## src/design/p2rgb_pkg.sv

```systemverilog
`default_nettype none

package p2rgb_pkg;

  // input item kinds, carried in tuser
  localparam logic [1:0] ACT_GAMMA   = 2'd0;
  localparam logic [1:0] ACT_PALETTE = 2'd1;
  localparam logic [1:0] ACT_CONVERT = 2'd2;

  // register indexes, byte address 4*i
  localparam logic [2:0] REG_OUTPUT_FORMAT  = 3'd0;
  localparam logic [2:0] REG_GAMMA_ENABLE   = 3'd1;
  localparam logic [2:0] REG_RED_POSITION   = 3'd2;
  localparam logic [2:0] REG_GREEN_POSITION = 3'd3;
  localparam logic [2:0] REG_BLUE_POSITION  = 3'd4;

  // output formats
  localparam logic FMT_SHIFTED = 1'b0;
  localparam logic FMT_RGB565  = 1'b1;

  localparam logic [4:0] POSITION_MAX = 5'd24;
  localparam int unsigned RAMP_DEPTH = 256;
  localparam int unsigned LEVEL_W = 8;
  localparam int unsigned RGB_W = 3 * LEVEL_W;
  localparam int unsigned WORD_W = 32;

  // RGB565 field placement
  localparam int unsigned R565_LSB = 11;
  localparam int unsigned G565_LSB = 5;
  localparam int unsigned R565_DROP = 3;
  localparam int unsigned G565_DROP = 2;

  typedef struct packed {
    logic       output_format;
    logic       gamma_enable;
    logic [4:0] red_position;
    logic [4:0] green_position;
    logic [4:0] blue_position;
  } cfg_t;

endpackage

`default_nettype wire

```

## src/design/p2rgb_pack.sv

```systemverilog
`default_nettype none

module p2rgb_pack (
  input  wire logic [23:0]     rgb,
  input  wire p2rgb_pkg::cfg_t cfg,
  output logic      [31:0]     word
);

  import p2rgb_pkg::*;

  logic [LEVEL_W-1:0] red;
  logic [LEVEL_W-1:0] green;
  logic [LEVEL_W-1:0] blue;
  logic [WORD_W-1:0]  shifted;
  logic [WORD_W-1:0]  rgb565;

  assign red   = rgb[23:16];
  assign green = rgb[15:8];
  assign blue  = rgb[7:0];

  // bytes at their positions, overlaps ORed
  assign shifted = (WORD_W'(red) << cfg.red_position)
                 | (WORD_W'(green) << cfg.green_position)
                 | (WORD_W'(blue) << cfg.blue_position);

  // top 5/6/5 bits in the low half
  assign rgb565 = (WORD_W'(red >> R565_DROP) << R565_LSB)
                | (WORD_W'(green >> G565_DROP) << G565_LSB)
                | WORD_W'(blue >> R565_DROP);

  assign word = (cfg.output_format == FMT_RGB565) ? rgb565 : shifted;

endmodule

`default_nettype wire

```

## config.mk

```make
export PLATFORM = sky130hd
export DESIGN_NAME = p2rgb_pack
export DESIGN_NICKNAME = d
export VERILOG_FILES = /design/src/design/p2rgb_pkg.sv /design/src/design/p2rgb_pack.sv
export SDC_FILE = /design/constraint.sdc
export NUM_CORES = 1
export LEC_CHECK = 0
export ABC_AREA = 1
export BUFFER_PORTS_ARGS = -buffer_cell sky130_fd_sc_hd__buf_4
export CORE_ASPECT_RATIO = 1.2
export CORE_MARGIN = 5
export CORE_UTILIZATION = 50
export DETAILED_ROUTE_END_ITERATION = 10
export PLACE_DENSITY = 0.86
export RECOVER_POWER = 25
export SLEW_MARGIN = 10
export SYNTH_ARGS = -nofsm -noshare
export SYNTH_HDL_FRONTEND = slang
export SYNTH_SLANG_ARGS = --single-unit
```

## constraint.sdc

```tcl
create_clock -name vclk -period 1
set_input_delay 0 -clock vclk [all_inputs]
set_output_delay 0 -clock vclk [all_outputs]
set_load 0.01 [all_outputs]
```

==> flow_summary_export.csv, run 1 <==
group,metric,value,unit
synthesis,synth_cell_types,24,
placement,place_congestion,1.125,
synthesis,yosysSeqAreaShare,0,
die,io_pins,73,
die,start_util,0.5087,
placement,io_buffers,72,
run_status,lastStage,"global routing (5_1_grt)",
die,die_y,87.11,um
synthesis,synth_fp_nets,588,
global_routing,grt_max_degree,19,
placement,place_ws,-0.3964,ns
synthesis,avgSynthCellArea,4.529,um^2
synthesis,syn-instance-count,547,
synthesis,ys_warn_count,0,
synthesis,synth_top_area_share,0.3818,
run_status,status,"did not finish",
placement,dpl-instance-area,3443,um^2
synthesis,synth.cell_area,2477,um^2
run_status,tool.error,"[ERROR DPL-0038] Utilization greater than 100%, impossible to legalize",
die,die_w,74.26,um
timing,endpoint_type,"primary output",
synthesis,synth_top_area_cell,"nand3_1",
die,rows,28,
timing,worst_endpoint,"word[3]",
clock_tree,ctsHoldBuffers,0,
placement,hpwl,9265,um
synthesis,synth_area_leaders,"nand3_1 38%, nand2_1 29%, nor2_1 7.4%",
==> synth_stat cells, types with 2 or more instances <==
cell      instances
nand2_1         189
nand3_1         189
nand4_1          16
nand3_2           2
a21oi_1           8
buf_4             7
inv_1            26
buf_1             3
a31oi_1           2
clkbuf_1          2
o21ai_0           6
buf_2            15
o21ai_1           8
nand2_2           3
nor2_1           49
nor2_2            5
buf_6             3
inv_2             8
==> cell families after synthesis <==
group	share of synthesized area
AO/OA/AOI/OAI	0.05303
buffers and inverters	0.1283
AND/OR/NAND/NOR	0.8187
==> through the flow <==
step | cells | hold WS (ns)
floorplan | 547 | 0.1151
global placement | 718 | 0.3005
detailed placement | 718 | 0.3021
CTS | 722 | 0.3023
==> what timing repair did <==
| item | 4_1_cts |
|---|---|
| pin swaps | 43 |
| setup buffers | 2 |
| setup endpoints to repair | 32 |
| cloned | 2 |
| hold endpoints to repair | 0 |
| resized for setup | 152 |
==> run 2: changes to the inputs <==
--- a/config.mk
+++ b/config.mk
@@ -7,11 +7,10 @@
 export LEC_CHECK = 0
 export ABC_AREA = 1
 export BUFFER_PORTS_ARGS = -buffer_cell sky130_fd_sc_hd__buf_4
-export CORE_ASPECT_RATIO = 1.2
 export CORE_MARGIN = 5
-export CORE_UTILIZATION = 50
+export CORE_UTILIZATION = 35
 export DETAILED_ROUTE_END_ITERATION = 10
-export PLACE_DENSITY = 0.86
+export PLACE_DENSITY_LB_ADDON = 0.15
 export RECOVER_POWER = 25
 export SLEW_MARGIN = 10
 export SYNTH_ARGS = -nofsm -noshare
==> run 2 against run 1 <==
Net effect: the flow now finishes, with violations (setup timing); synthesized area did not move; synthesized cell count did not move.
==> flow_summary_export.csv, run 2 <==
group,metric,value,unit
placement,place_ws,-0.3379,ns
detailed_routing,num_vias,4367,
synthesis,synth_top_family_by_area,"simple AND/OR/NAND/NOR gates",
hold_path,min_path_type,"in -> out",
timing,rsz0062_at_grt,"true",
synthesis,synth.cell_area,2477,um^2
detailed_routing,vias_per_cell,5.776,
synthesis,synth-adder-area-share,0,
setup_path,cp-start-kind,"input pin",
die,die_y,94.13,um
timing,finalHoldViolCount,0,
detailed_routing,dr.pass1.iters,5,
synthesis,yosys.area_share.xor_xnor,0,
synthesis,synth_top_area_cell,"nand3_1",
timing,max_slew_margin,0.8021,
synthesis,synth_area_leaders,"nand3_1 38%, nand2_1 29%, nor2_1 7.4%",
placement,hpwl,9869,um
layout,antenna_cells,0,
setup_path,cp-startpoint,"cfg[11]",
die,start_util,0.3626,
global_routing,grt_pass1_vias,3871,
placement,io_buffers,72,
layout,seq_cells,0,
layout,seqCellArea,0,um^2
hold_path,worstHoldStart,"rgb[10]",
layout,nClkBuffers,0,
timing,slew_violations,0,
clock_tree,ctsHoldBuffers,0,
setup_path,critical_path_required,1.00,ns
timing,setup_viol,32,
die,die-area,8860,um^2
power_and_ir_drop,p_leak,2.309,nW
synthesis,synth_fp_nets,588,
timing,finalCritPeriodShare,1.209,
setup_path,cp_data_arrival_time,1.21,ns
detailed_routing,drt_iter0_drc,405,
die,coreArea,6832,um^2
power_and_ir_drop,ir_drop,0.0002902,V
run_status,violations,"setup timing",
setup_path,endpoint_kind,"output pin",
die,io_pins,73,
die,die_w,94.13,um
timing,layout_min_cycle_time,1.209,ns
global_routing,grt_usage,0.2698,
power_and_ir_drop,p_per_area,530.3,nW/um^2
timing,tightest_slew,0.2950,ns
layout,final_nets,703,
layout,drive_above_1_share,0.5015,
detailed_routing,post-route-drc-count,0,
synthesis,muxShareOfSynthArea,0,
die,rows,30,
synthesis,avgSynthCellArea,4.529,um^2
placement,place_congestion,0.9981,
global_routing,grt_pass1_wl,19320,um
layout,final_cell_mix,"126 x nand2_1, 123 x buf_4, 113 x nand3_1",
layout,area_growth,84.80,%
synthesis,synth_cell_types,24,
layout,fin_cells,756,
detailed_routing,antenna_left,0,
timing,fin_ws,-0.2094,ns
global_routing,grt_max_degree,21,
synthesis,syn-instance-count,547,
global_routing,antenna_found_initial,0,
setup_path,path_max_fanout,8,
flow_run,drv_cap,0,
synthesis,yosysSeqAreaShare,0,
placement,dpl.cell_count,753,
run_status,status,"complete, but fails checks",
synthesis,synth_top_area_share,0.3818,
global_routing,gr-total-overflow,0,
synthesis,ys_warn_count,0,
synthesis,yosys.area_share.simple,0.8187,
timing,timing.fmax,826.8,MHz
detailed_routing,finalWirelength,13200,um
synthesis,synth_compound_area_frac,0.05303,
setup_path,worstSetupPathType,"in -> out",
synthesis,synthTopCellsByCount,"189 x nand2_1, 189 x nand3_1, 49 x nor2_1",
layout,layout_commonest_cell,"nand2_1",
layout,fin_util,0.6701,
detailed_routing,wl_per_cell,17.46,um
[run 2: layout make-up]
cell class / instances / area, um^2
multi-input cells: 481 / 3075
inverters: 36 / 168.9
well taps: 96 / 120.1
repair buffers: 143 / 1214
fillers: 639 / 2253
[run 2: timing repair]
action,4_1_cts,5_1_grt
endpoints found under the setup margin,32,32
pin swaps,23,30
gates cloned,0,1
resized for setup,98,151
buffers inserted,0,2
[run 2: metal layers]
| metal | vias up | part of all wire | GRT usage |
|---|---|---|---|
| met4 | 0 | 0.057 | 0.08905 |
| met3 | 69 | 0.070 | 0.01763 |
| met2 | 236 | 0.48 | 0.4707 |
| li1 | 2068 | - | - |
| met5 | - | 0 | 0 |
| met1 | 1994 | 0.39 | 0.3490 |
[run 2: critical path, cell delays in order]
cell and delay [ns]:
buf_4 0.15, inv_8 0.11, buf_4 0.12, nand2_1 0.11, nand3_1 0.13, nand3_1 0.11
nand3_1 0.10, nand2_1 0.06, nor2_2 0.12, nor2_1 0.06, buf_4 0.14
[run 2: metrics by stage]
step           instance area, um^2  power, W  setup TNS [ns]  hold WS (ns)
6_report                      4578  0.002428          -4.094        0.3020
5_1_grt                       4578  0.002602          -6.527        0.3300
4_1_cts                       3862  0.002013          -3.825        0.3081
3_5_place_dp                  3518  0.001857          -6.851        0.3033
3_3_place_gp                  3518  0.001848          -6.298        0.3038
2_1_floorplan                 2477  0.001031               0        0.1151
[run 2: path summary, 6_finish.rpt]
check	to	cells after the start
setup / recovery	word[8]	11
hold / removal	word[5]	4
[run 2: cells by family after synthesis]
kind of cell,after synthesis
AOI/OAI and AO/OA,25
and+or+nand+nor,456
buffers and inverters,66
[run 2: where the power goes]
group          internal, W  total [W]  switching [W]
sequential               0          0              0
combinational     0.000995    0.00243        0.00143
clock                    0          0              0
Power figures use the tool's default switching activity.
