===== config.mk =====
export PLATFORM = sky130hd
export DESIGN_NAME = p2rgb_cfg
export DESIGN_NICKNAME = d
export VERILOG_FILES = /design/src/design/p2rgb_pkg.sv /design/src/design/p2rgb_cfg.sv
export SDC_FILE = /design/constraint.sdc
export NUM_CORES = 1
export LEC_CHECK = 0
export BUFFER_PORTS_ARGS = -buffer_cell sky130_fd_sc_hd__buf_2
export CAP_MARGIN = 0
export CORE_MARGIN = 2
export CORE_UTILIZATION = 42
export CTS_CLUSTER_SIZE = 28
export DETAILED_ROUTE_END_ITERATION = 12
export PLACE_DENSITY = 0.88
export SLEW_MARGIN = 20
export SYNTH_ARGS = -nofsm -noshare
export SYNTH_HDL_FRONTEND = slang
export SYNTH_SLANG_ARGS = --single-unit

===== constraint.sdc =====
create_clock -name clk -period 2.68 [get_ports clk]
set_clock_uncertainty 0.15 [all_clocks]
set_input_delay 0.536 -clock clk [delete_from_list [all_inputs] [get_ports clk]]
set_output_delay 0.536 -clock clk [all_outputs]
set_load 0.01 [all_outputs]

===== src/design/p2rgb_pkg.sv =====
`default_nettype none

package p2rgb_pkg;

  // input item kinds, carried in tuser
  localparam logic [1:0] ACT_GAMMA   = 2'd0;
  localparam logic [1:0] ACT_PALETTE = 2'd1;
  localparam logic [1:0] ACT_CONVERT = 2'd2;

  // register indexes, byte address 4*i
  localparam logic [2:0] REG_OUTPUT_FORMAT  = 3'd0;
  localparam logic [2:0] REG_GAMMA_ENABLE   = 3'd1;
  localparam logic [2:0] REG_RED_POSITION   = 3'd2;
  localparam logic [2:0] REG_GREEN_POSITION = 3'd3;
  localparam logic [2:0] REG_BLUE_POSITION  = 3'd4;

  // output formats
  localparam logic FMT_SHIFTED = 1'b0;
  localparam logic FMT_RGB565  = 1'b1;

  localparam logic [4:0] POSITION_MAX = 5'd24;
  localparam int unsigned RAMP_DEPTH = 256;
  localparam int unsigned LEVEL_W = 8;
  localparam int unsigned RGB_W = 3 * LEVEL_W;
  localparam int unsigned WORD_W = 32;

  // RGB565 field placement
  localparam int unsigned R565_LSB = 11;
  localparam int unsigned G565_LSB = 5;
  localparam int unsigned R565_DROP = 3;
  localparam int unsigned G565_DROP = 2;

  typedef struct packed {
    logic       output_format;
    logic       gamma_enable;
    logic [4:0] red_position;
    logic [4:0] green_position;
    logic [4:0] blue_position;
  } cfg_t;

endpackage

`default_nettype wire


===== src/design/p2rgb_cfg.sv =====
`default_nettype none

module p2rgb_cfg (
  input  wire logic        clk,
  input  wire logic        rst,
  input  wire logic        psel,
  input  wire logic        penable,
  input  wire logic        pwrite,
  input  wire logic [4:0]  paddr,
  input  wire logic [31:0] pwdata,
  output logic      [31:0] prdata,
  output logic             pready,
  output p2rgb_pkg::cfg_t  cfg
);

  import p2rgb_pkg::*;

  logic [2:0] reg_index;
  logic       wr_en;
  logic [4:0] pos_clamped;

  assign pready    = 1'b1;
  assign reg_index = paddr[4:2];
  assign wr_en     = psel && penable && pwrite && pready;

  // positions above the top saturate
  assign pos_clamped = (pwdata[4:0] > POSITION_MAX) ? POSITION_MAX : pwdata[4:0];

  // register writes
  always_ff @(posedge clk) begin
    if (rst) begin
      cfg.output_format  <= FMT_SHIFTED;
      cfg.gamma_enable   <= 1'b0;
      cfg.red_position   <= 5'd16;
      cfg.green_position <= 5'd8;
      cfg.blue_position  <= 5'd0;
    end else if (wr_en) begin
      case (reg_index)
        REG_OUTPUT_FORMAT:  cfg.output_format  <= pwdata[0];
        REG_GAMMA_ENABLE:   cfg.gamma_enable   <= pwdata[0];
        REG_RED_POSITION:   cfg.red_position   <= pos_clamped;
        REG_GREEN_POSITION: cfg.green_position <= pos_clamped;
        REG_BLUE_POSITION:  cfg.blue_position  <= pos_clamped;
        default: ;
      endcase
    end
  end

  // read back
  always_comb begin
    prdata = '0;
    case (reg_index)
      REG_OUTPUT_FORMAT:  prdata[0]   = cfg.output_format;
      REG_GAMMA_ENABLE:   prdata[0]   = cfg.gamma_enable;
      REG_RED_POSITION:   prdata[4:0] = cfg.red_position;
      REG_GREEN_POSITION: prdata[4:0] = cfg.green_position;
      REG_BLUE_POSITION:  prdata[4:0] = cfg.blue_position;
      default:            prdata      = '0;
    endcase
  end

endmodule

`default_nettype wire


Word level (Yosys, flattened, before mapping)
Index checks and enable logic that the tools add are counted.

cells by class
  mux-type cells = 3
  reductions and logical operators = 8
  eq/ne operators = 4
  order comparisons = 1

operator list
  operator                                                          count
  4-bit one-hot mux with 3 select lines                             1
  2-bit AND reduction                                               5
  3-bit by 2-bit == test with 1-bit output (second input constant)  2
  5-bit greater-than comparator (second input constant)             1
  5-bit two-way mux                                                 1
  1-bit one-hot mux with 5 select lines                             1
  3-bit by 1-bit == test with 1-bit output (second input constant)  1
  3-bit == test (second input constant)                             1
  3-bit zero test                                                   1
  1-bit logical AND                                                 2

word-level totals
  register bits = 17
  output and inout bits = 50
  input port bits = 42
  word-level logic and storage cells = 21

Logic depth before layout (Yosys ltp)
Gate-level depths: netlist of the first run.

  depth after elaboration = 3
  mapped depth = 5
  gate-level depth less buffers = 3

Least setup slack after synthesis of the first run
No wires, ideal clock.

  path kind = input to output
  start point = input paddr[2]
  end point = output prdata[0]
  required time = 1.994 ns
  stages on the path = 4
  path buffers = 1
  path slack = 0.875 ns
  arrival time = 1.119 ns
  path through = buf_6 -> mux2i_1 -> o22ai_1 -> o21a_1

between the ends
  cells in the longest elaborated chain, start to end = 2

RTL lines
  item                                         line             RTL
  start: declaration                           p2rgb_cfg.sv:9   input wire logic [4:0] paddr,
  3-bit == test, or another cell as far along  p2rgb_cfg.sv:52  case (reg_index)
  1-bit one-hot mux with 5 select lines (*)    p2rgb_cfg.sv:52
  end: declaration                             p2rgb_cfg.sv:11  output logic [31:0] prdata,

Every way passes the cells marked *; elsewhere a longest branch is shown, timed or not.

Worst setup path in the final report of the first run
  start point = input paddr[3]
  end point = output prdata[1]

between the ends
  cells in the longest elaborated chain, start to end = 2

RTL lines
  item                                                                       line
  3-bit == test or 3-bit by 2-bit == test with 1-bit output (tied branches)  p2rgb_cfg.sv:52
  4-bit one-hot mux with 3 select lines (*)                                  p2rgb_cfg.sv:52

Marks and branches as above.

==> flow_summary.toml, run 1 <==
[run_status]
outcome = "complete, no violations"

[global_route]
grt.total_usage_pct = 13.65
grt_pass1_wl_um = 3491
grt_pass1_vias = 811
antenna_found_initial = 0
gr-total-overflow = 0
grt_max_degree = 26

[place]
dpl.hpwl_um = 1762
placed_area_sq_mm = 0.001205
gp_congestion = 0.8361
port_buffers = 34

[pwr]
p_per_area_mw_per_mm2 = 381.8
power_leakage_nw = 0.5879
p_clk_share_pct = 30.0
internal_power_w = 0.0003336
swShare_pct = 29.02
pwr-share-seq_pct = 54.3
ir_worst_vdd_mv = 0.2422
power.switching_w = 0.0001364
power_w = 0.0004700
p_comb_share_pct = 15.7

[cts]
cts_tree = "yes"
cts_resized = 0
clockRootBuffer = "clkbuf_4"
clkLatencyLatePin_ns = 0.29
post_cts_buffers = 0
cts_hold_buffers = 0
numCtsBuffers = 3
clk_pin_slew_ns = 0.10
cts_sinks = 17
h-tree-depth = 1
cts_buffer_depth = 2

[timing]
setup_viol = 0
setup_tns_ns = 0
fmax_mhz = 450.1
min_period_over_period_pct = 82.90
holdWs_ns = 0.3502
rsz0062_at_grt = "no"
fin_crit_ns = 2.222
final_hold_viol_count = 0
drv_slew = 0

[cells_and_area]
num_antenna_cells = 0
layout_common_cells = "buf_2 (34), conb_1 (28), dfxtp_1 (17), o21ai_0 (14)"
area_growth_pct = 8.132
fin_nets = 206
fillers = 274
largest_register_ffs = 17
stdcell_area_sq_mm = 0.001231
post-route-util_pct = 48.81
layout_commonest_cell = "buf_2"
reg_top3 = "cfg x17"
drive_above_1_share_pct = 26.99
top_register = "cfg"

[synthesis]
async_reset_ff_share_pct = 0
post_synth_num_cell_types = 23
synth_edf_count = 0
ys_ff_latch = 17
synth_flop_cell = "dfxtp_1"
ys_seq_area_share_pct = 29.89
syn_area_sq_mm = 0.001139
synthCells = 132
avgSynthCellArea_sq_um = 8.626
yosysWarnings = 0

[die]
dieWidth_um = 56.07
ios = 92
start_util_pct = 45.14
rows = 18
die_h_um = 56.07
core_sq_mm = 0.002522
die-area_sq_mm = 0.003143

[setup_path]
crit_required_ns = 1.99
start_kind = "primary input"
critPathSlowestCell = "nor2_1"
critPathMaxFanout = 7
path_cells = "buf_2 -> nand2b_1 -> nor2_1 -> o2bb2ai_1 -> buf_2"
crit_arrival_ns = 1.54
cpPeakStageDelay_ns = 0.29
reg2reg_slack_ns = 1.80
path_class = "primary input to output pin"
crit_path_end_kind = "output pin"
crit_top_cell = "buf_2"

[drt]
drtPass1Iterations = 4
num_vias = 936
remaining_drc_errors = 0
drt_iter0_drc = 14
via_per_inst = 4.850
drt_wl_total_um = 2290
drtAntennaViolNets = 0
wl_per_cell_um = 11.87

[job]
maxCapViolCount = 0

[hold_path]
hold_class = "flop to flop"
-- logic make-up (layout without fill, tap and decap cells) --
family                 Yosys count  in the layout  synth area share [%]
muxes                           10             10                 8.792
and+or+nand+nor                 37             37                 23.52
DFF                             17             17                 29.89
buffers and inverters           33             38                 20.99
other                            2             28                0.6596
AOI/OAI and AO/OA               33             33                 16.15
-- critical path, delay by kind of cell --
kind	cells	cell delay, ns
compound gates	1	0.15
buf+inv	2	0.29
simple gates	2	0.55
-- cells in the mapped netlist (2+ instances only) --
cell type | instances | area, sq um
buf_4 | 28 | 210.2
nor2b_1 | 13 | 81.33
o21ai_0 | 14 | 70.07
mux2i_1 | 10 | 100.1
or2_4 | 3 | 26.28
nor2_1 | 5 | 18.77
clkbuf_1 | 2 | 7.510
conb_1 | 2 | 7.510
buf_2 | 2 | 10.01
o2bb2ai_1 | 4 | 35.03
nand2_1 | 2 | 7.510
o21ai_1 | 13 | 65.06
nand3b_1 | 3 | 22.52
dfxtp_1 | 17 | 340.3
nand2b_1 | 6 | 37.54
-- power by group through the flow --
stage,clock network (W),registers [W],logic (W)
finish,0.000141,0.000255,0.0000740
detailed placement,0,0.000261,0.0000729
CTS,0.000138,0.000255,0.0000733
global route,0.000149,0.000256,0.0000804
global placement,0,0.000261,0.0000720
floorplan,0,0.000262,0.0000792
-- layout make-up --
type / count / area [sq um] / share of cell area [%]
Clock buffer: 4 / 26.28 / 2.134
Multi-Input combinational cell: 108 / 656.9 / 53.35
Sequential cell: 17 / 340.3 / 27.64
Tap cell: 30 / 37.54 / 3.049
Timing Repair Buffer: 34 / 170.2 / 13.82
-- final timing paths --
path                               start   endpoint  cells past startpoint
worst min register to register   cfg[16]    cfg[16]                      2
worst max-delay path            paddr[3]  prdata[1]                      5
worst min-delay path             cfg[16]    cfg[16]                      2
worst max register to register    cfg[4]     cfg[4]                      3
-- per-stage QoR --
step	instances	worst slack, ns
floorplan	158	0.8749
global placement	189	0.4775
detailed placement	189	0.4729
CTS	193	0.4570
global route	193	0.3867
finish	193	0.4584
-- layer usage --
metal	track usage (%)	wire [um]
met5	0	0
met4	4.082	29
met3	4.186	208
met2	24.37	1106
met1	15.43	946
Note: power is estimated with default switching activity, not from simulation.
==> run 2, diff against run 1 <==
--- a/config.mk
+++ b/config.mk
@@ -8,10 +8,10 @@
 export BUFFER_PORTS_ARGS = -buffer_cell sky130_fd_sc_hd__buf_2
 export CAP_MARGIN = 0
 export CORE_MARGIN = 2
-export CORE_UTILIZATION = 42
+export CORE_UTILIZATION = 39
 export CTS_CLUSTER_SIZE = 28
 export DETAILED_ROUTE_END_ITERATION = 12
-export PLACE_DENSITY = 0.88
+export PLACE_DENSITY = 0.83
 export SLEW_MARGIN = 20
 export SYNTH_ARGS = -nofsm -noshare
 export SYNTH_HDL_FRONTEND = slang
==> constraint.sdc (replaced) <==
create_clock -name clk -period 2.3 [get_ports clk]
set_clock_uncertainty 0.15 [all_clocks]
set_input_delay 0.46 -clock clk [delete_from_list [all_inputs] [get_ports clk]]
set_output_delay 0.46 -clock clk [all_outputs]
set_load 0.01 [all_outputs]
==> run 2 against run 1 <==
Combinational power rose by 18%. Wire length shrank 1.5%. Register-to-register slack got worse by 0.38 ns. Critical path type unchanged. Highest routed layer unchanged.
==> flow_summary.toml, run 2 (synthesis results as in run 1) <==
[run_status]
outcome = "complete, no violations"

[cells_and_area]
largest_register_ffs = 17
top_register = "cfg"
area_growth_pct = 9.011
reg_top3 = "cfg x17"
num_antenna_cells = 0
fillers = 279
layout_common_cells = "buf_2 (34), conb_1 (28), dfxtp_1 (17), o21ai_0 (14)"
drive_above_1_share_pct = 28.05
fin_nets = 207
layout_commonest_cell = "buf_2"

[die]
die-area_sq_mm = 0.003367
rows = 19
start_util_pct = 41.29
core_sq_mm = 0.002758
die_h_um = 58.03
dieWidth_um = 58.03
ios = 92

[cts]
post_cts_buffers = 0
h-tree-depth = 1
clk_pin_slew_ns = 0.10
numCtsBuffers = 3
cts_buffer_depth = 2
cts_tree = "yes"
clkLatencyLatePin_ns = 0.29
cts_hold_buffers = 0
cts_resized = 0
cts_sinks = 17
clockRootBuffer = "clkbuf_4"

[global_route]
grt_max_degree = 26
grt_pass1_vias = 799
grt.total_usage_pct = 13.44
grt_pass1_wl_um = 3463
antenna_found_initial = 0
gr-total-overflow = 0

[setup_path]
r2r_cells = 3
path_class = "primary input to output pin"
start_kind = "primary input"
critPathMaxFanout = 10
crit_required_ns = 1.69
crit_path_end_kind = "output pin"
crit_arrival_ns = 1.36

[timing]
setup_tns_ns = 0
setup_viol = 0
rsz0062_at_grt = "no"
drv_slew = 0
holdWs_ns = 0.3046
min_period_over_period_pct = 85.71
fin_crit_ns = 1.971
final_hold_viol_count = 0
fmax_mhz = 507.3

[drt]
remaining_drc_errors = 0
drt_iter0_drc = 8
via_per_inst = 4.610
drtPass1Iterations = 4
drt_wl_total_um = 2255
wl_per_cell_um = 11.56
drtAntennaViolNets = 0
num_vias = 899

[pwr]
swShare_pct = 29.06
p_per_area_mw_per_mm2 = 439.6
power_w = 0.0005456
internal_power_w = 0.0003870
ir_worst_vdd_mv = 0.2596
power_leakage_nw = 0.5951
power.switching_w = 0.0001586
p_clk_share_pct = 29.4
pwr-share-seq_pct = 54.5
p_comb_share_pct = 16.1

[place]
port_buffers = 34
gp_congestion = 0.8188
dpl.hpwl_um = 1760

[hold_path]
holdPathStages = 3
hold_class = "primary input to flop"

[job]
maxCapViolCount = 0
[run 2: per-stage QoR]
step	util, %	worst slack, ns	area, sq um	cells
after floorplan	-	0.6469	1236	158
after global routing	45.01	0.2660	1241	195
after CTS	45.01	0.3217	1241	195
after detailed placement	44.01	0.3205	1214	191
final	45.01	0.3287	1241	195
after global placement	44.01	0.3348	1214	191
[run 2: layout make-up]
cell class                 instances  area (sq um)  share of cell area [%]
timing repair buffer              35         177.7                   14.31
sequential                        17         340.3                   27.42
clock inverter                     1         5.005                  0.4032
tap                               31         38.79                   3.125
clock buffer                       3         22.52                   1.815
multi-input combinational        108         656.9                   52.92
[run 2: final timing paths]
kind	startpoint	end	slack, ns
min	pwdata[3]	cfg[13]	0.30
min reg2reg	cfg[15]	cfg[15]	0.35
max	paddr[2]	prdata[0]	0.33
max reg2reg	cfg[4]	cfg[4]	1.42
[run 2: power groups by stage]
stage	Clock [W]	Sequential, W	Combinational [W]
2_1_floorplan	0	0.000305	0.0000923
3_3_place_gp	0	0.000304	0.0000855
3_5_place_dp	0	0.000304	0.0000869
4_1_cts	0.000167	0.000297	0.0000872
5_1_grt	0.000178	0.000298	0.0000962
6_report	0.000161	0.000297	0.0000876
[run 2: layer usage]
layer,share of wire [%],vias up,GRT usage [%]
met5,0,-,0
met4,0.53,0,6.977
met3,6.3,2,3.571
met2,51,28,22.89
met1,42,411,15.35
li1,-,458,-
[run 2: worst max-delay path, stage by stage]
cell and delay, ns:
buf_2 0.27, mux2i_1 0.23, o22ai_1 0.09, o21a_1 0.18, buf_2 0.13
==> run 3, diff against run 2 <==
==> config.mk (replaced) <==
export PLATFORM = sky130hd
export DESIGN_NAME = p2rgb_cfg
export DESIGN_NICKNAME = d
export VERILOG_FILES = /design/src/design/p2rgb_pkg.sv /design/src/design/p2rgb_cfg.sv
export SDC_FILE = /design/constraint.sdc
export NUM_CORES = 1
export LEC_CHECK = 0
export BUFFER_PORTS_ARGS = -buffer_cell sky130_fd_sc_hd__buf_4
export CAP_MARGIN = 0
export CELL_PAD_IN_SITES_DETAIL_PLACEMENT = 1
export CELL_PAD_IN_SITES_GLOBAL_PLACEMENT = 2
export CORE_MARGIN = 5
export CORE_UTILIZATION = 19
export CTS_CLUSTER_SIZE = 28
export DETAILED_ROUTE_END_ITERATION = 12
export PLACE_DENSITY = 0.81
export SLEW_MARGIN = 20
export SYNTH_ARGS = -nofsm -noshare
export SYNTH_HDL_FRONTEND = slang
export SYNTH_SLANG_ARGS = --single-unit
==> run 3 against run 2 <==
Count of clock-buffer cells in the layout increased by 1. Non-clock buffer count stayed put. Die area up 130%. Sequential power is essentially flat. Register-to-register slack lost 0.02 ns. Clock power is 36% higher. Combinational power rose by 13%. Design area up 13%. Core utilization fell by 21 points. First-iteration DRC count grew to 6.3 times the previous value. Largest power group unchanged.
==> flow_summary.toml, run 3 (synthesis results as in run 1) <==
[run_status]
outcome = "complete, no violations"

[cells_and_area]
fillers = 705
area_growth_pct = 22.86
stdcell_area_sq_mm = 0.001399
layout_commonest_cell = "buf_4"
top_register = "cfg"
reg_top3 = "cfg x17"
largest_register_ffs = 17
num_antenna_cells = 0
fin_nets = 207
layout_common_cells = "buf_4 (35), conb_1 (28), dfxtp_1 (17), o21ai_0 (14)"
multi_input_area_sq_um = 656.9
seqCellArea_sq_um = 340.3
drive_above_1_share_pct = 27.44

[global_route]
grt_pass1_vias = 967
busiest_layer = "met2"
use_met3_pct = 2.460
grtUsageMet1_pct = 8.983
grt_max_degree = 26
grt_use_met2_pct = 13.84
grt_pass1_wl_um = 4705
antenna_found_initial = 0
grt.total_usage_pct = 7.927
gr-total-overflow = 0

[drt]
remaining_drc_errors = 0
wl_per_cell_um = 12.95
drtPass1Iterations = 2
drt_iter0_drc = 50
drtAntennaViolNets = 0
num_vias = 946
drt_wl_total_um = 3095
via_per_inst = 3.958

[setup_path]
crit_path_end_kind = "output pin"
path_cells = "buf_4 -> nand2b_1 -> nor2_1 -> o2bb2ai_1 -> buf_4"
critical_path.reg2reg.endpoint = "cfg[4]"
r2r_cells = 3
cpPeakStageDelay_ns = 0.32
critPathSlowestCell = "nor2_1"
crit_required_ns = 1.69
path_class = "primary input to output pin"
critPathMaxFanout = 6
timing.rr.start = "cfg[4]"
crit_arrival_ns = 1.39
crit_top_cell = "buf_4"
start_kind = "primary input"
reg2reg_slack_ns = 1.40

[timing]
final_hold_viol_count = 0
setup_viol = 0
fmax_mhz = 500.7
drv_slew = 0
setup_slack_ns = 0.3030
fin_crit_ns = 1.997
min_period_over_period_pct = 86.83
setup_tns_ns = 0
rsz0062_at_grt = "no"

[pwr]
power_leakage_nw = 0.6127
ir_worst_vdd_mv = 0.1585
p_per_area_mw_per_mm2 = 440.0
power_w = 0.0006155

[cts]
clk_pin_slew_ns = 0.07
cts_hold_buffers = 0
cts_resized = 0
cts_tree = "yes"
cts_sinks = 17
h-tree-depth = 1
clockRootBuffer = "clkbuf_8"
cts_buffer_depth = 2
post_cts_buffers = 0
clkLatencyLatePin_ns = 0.25
numCtsBuffers = 3

[hold_path]
holdPathStages = 3
min_to = "cfg[14]"
hold_class = "primary input to flop"
hold_start = "pwdata[4]"

[die]
dieWidth_um = 87.41
rows = 28
start_util_pct = 19.35
core_sq_mm = 0.005886
die-area_sq_mm = 0.007641
ios = 92
die_h_um = 87.41

[place]
placed_area_sq_mm = 0.001354
place_ws_ns = 0.2829
gp_congestion = 0.7369
dpl.hpwl_um = 2444
port_buffers = 34

[job]
maxCapViolCount = 0
-- run 3: worst max path at each step --
stage                     startpoint   endpoint  slack, ns
final                       paddr[3]  prdata[4]       0.30
after global routing        paddr[3]  prdata[2]       0.22
after CTS                   paddr[3]  prdata[4]       0.28
after detailed placement    paddr[3]  prdata[4]       0.28
after global placement      paddr[3]  prdata[4]       0.28
after floorplan             paddr[2]  prdata[0]       0.65
-- run 3: per-stage QoR --
stage | util, % | hold WS (ns) | instances
floorplan | - | 0.3541 | 158
global placement | 23.00 | 0.3371 | 235
detailed placement | 23.00 | 0.3513 | 235
CTS | 23.77 | 0.3304 | 239
global route | 23.77 | 0.3405 | 239
finish | 23.77 | 0.3296 | 239
-- run 3: critical path, delay by kind of cell --
family / cells / cell delay [ns]
simple gates: 2 / 0.48
compound gates: 1 / 0.17
buf+inv: 2 / 0.28
-- run 3: layout make-up --
class,count,share of cell area (%)
multi-input combinational,108,46.96
sequential,17,24.33
timing repair buffer,35,18.78
tap,75,6.708
clock buffer,4,3.220
-- run 3: layer usage --
| layer | vias to the layer above | routed length (um) |
|---|---|---|
| met5 | - | 0 |
| met4 | 0 | 14 |
| met3 | 2 | 291 |
| met2 | 33 | 1540 |
| met1 | 452 | 1249 |
| li1 | 459 | - |
-- run 3: where the power goes --
group          internal, W  switching [W]
Clock             0.000123      0.0000962
Sequential        0.000296     0.00000157
Combinational    0.0000346      0.0000641
Total             0.000454       0.000162
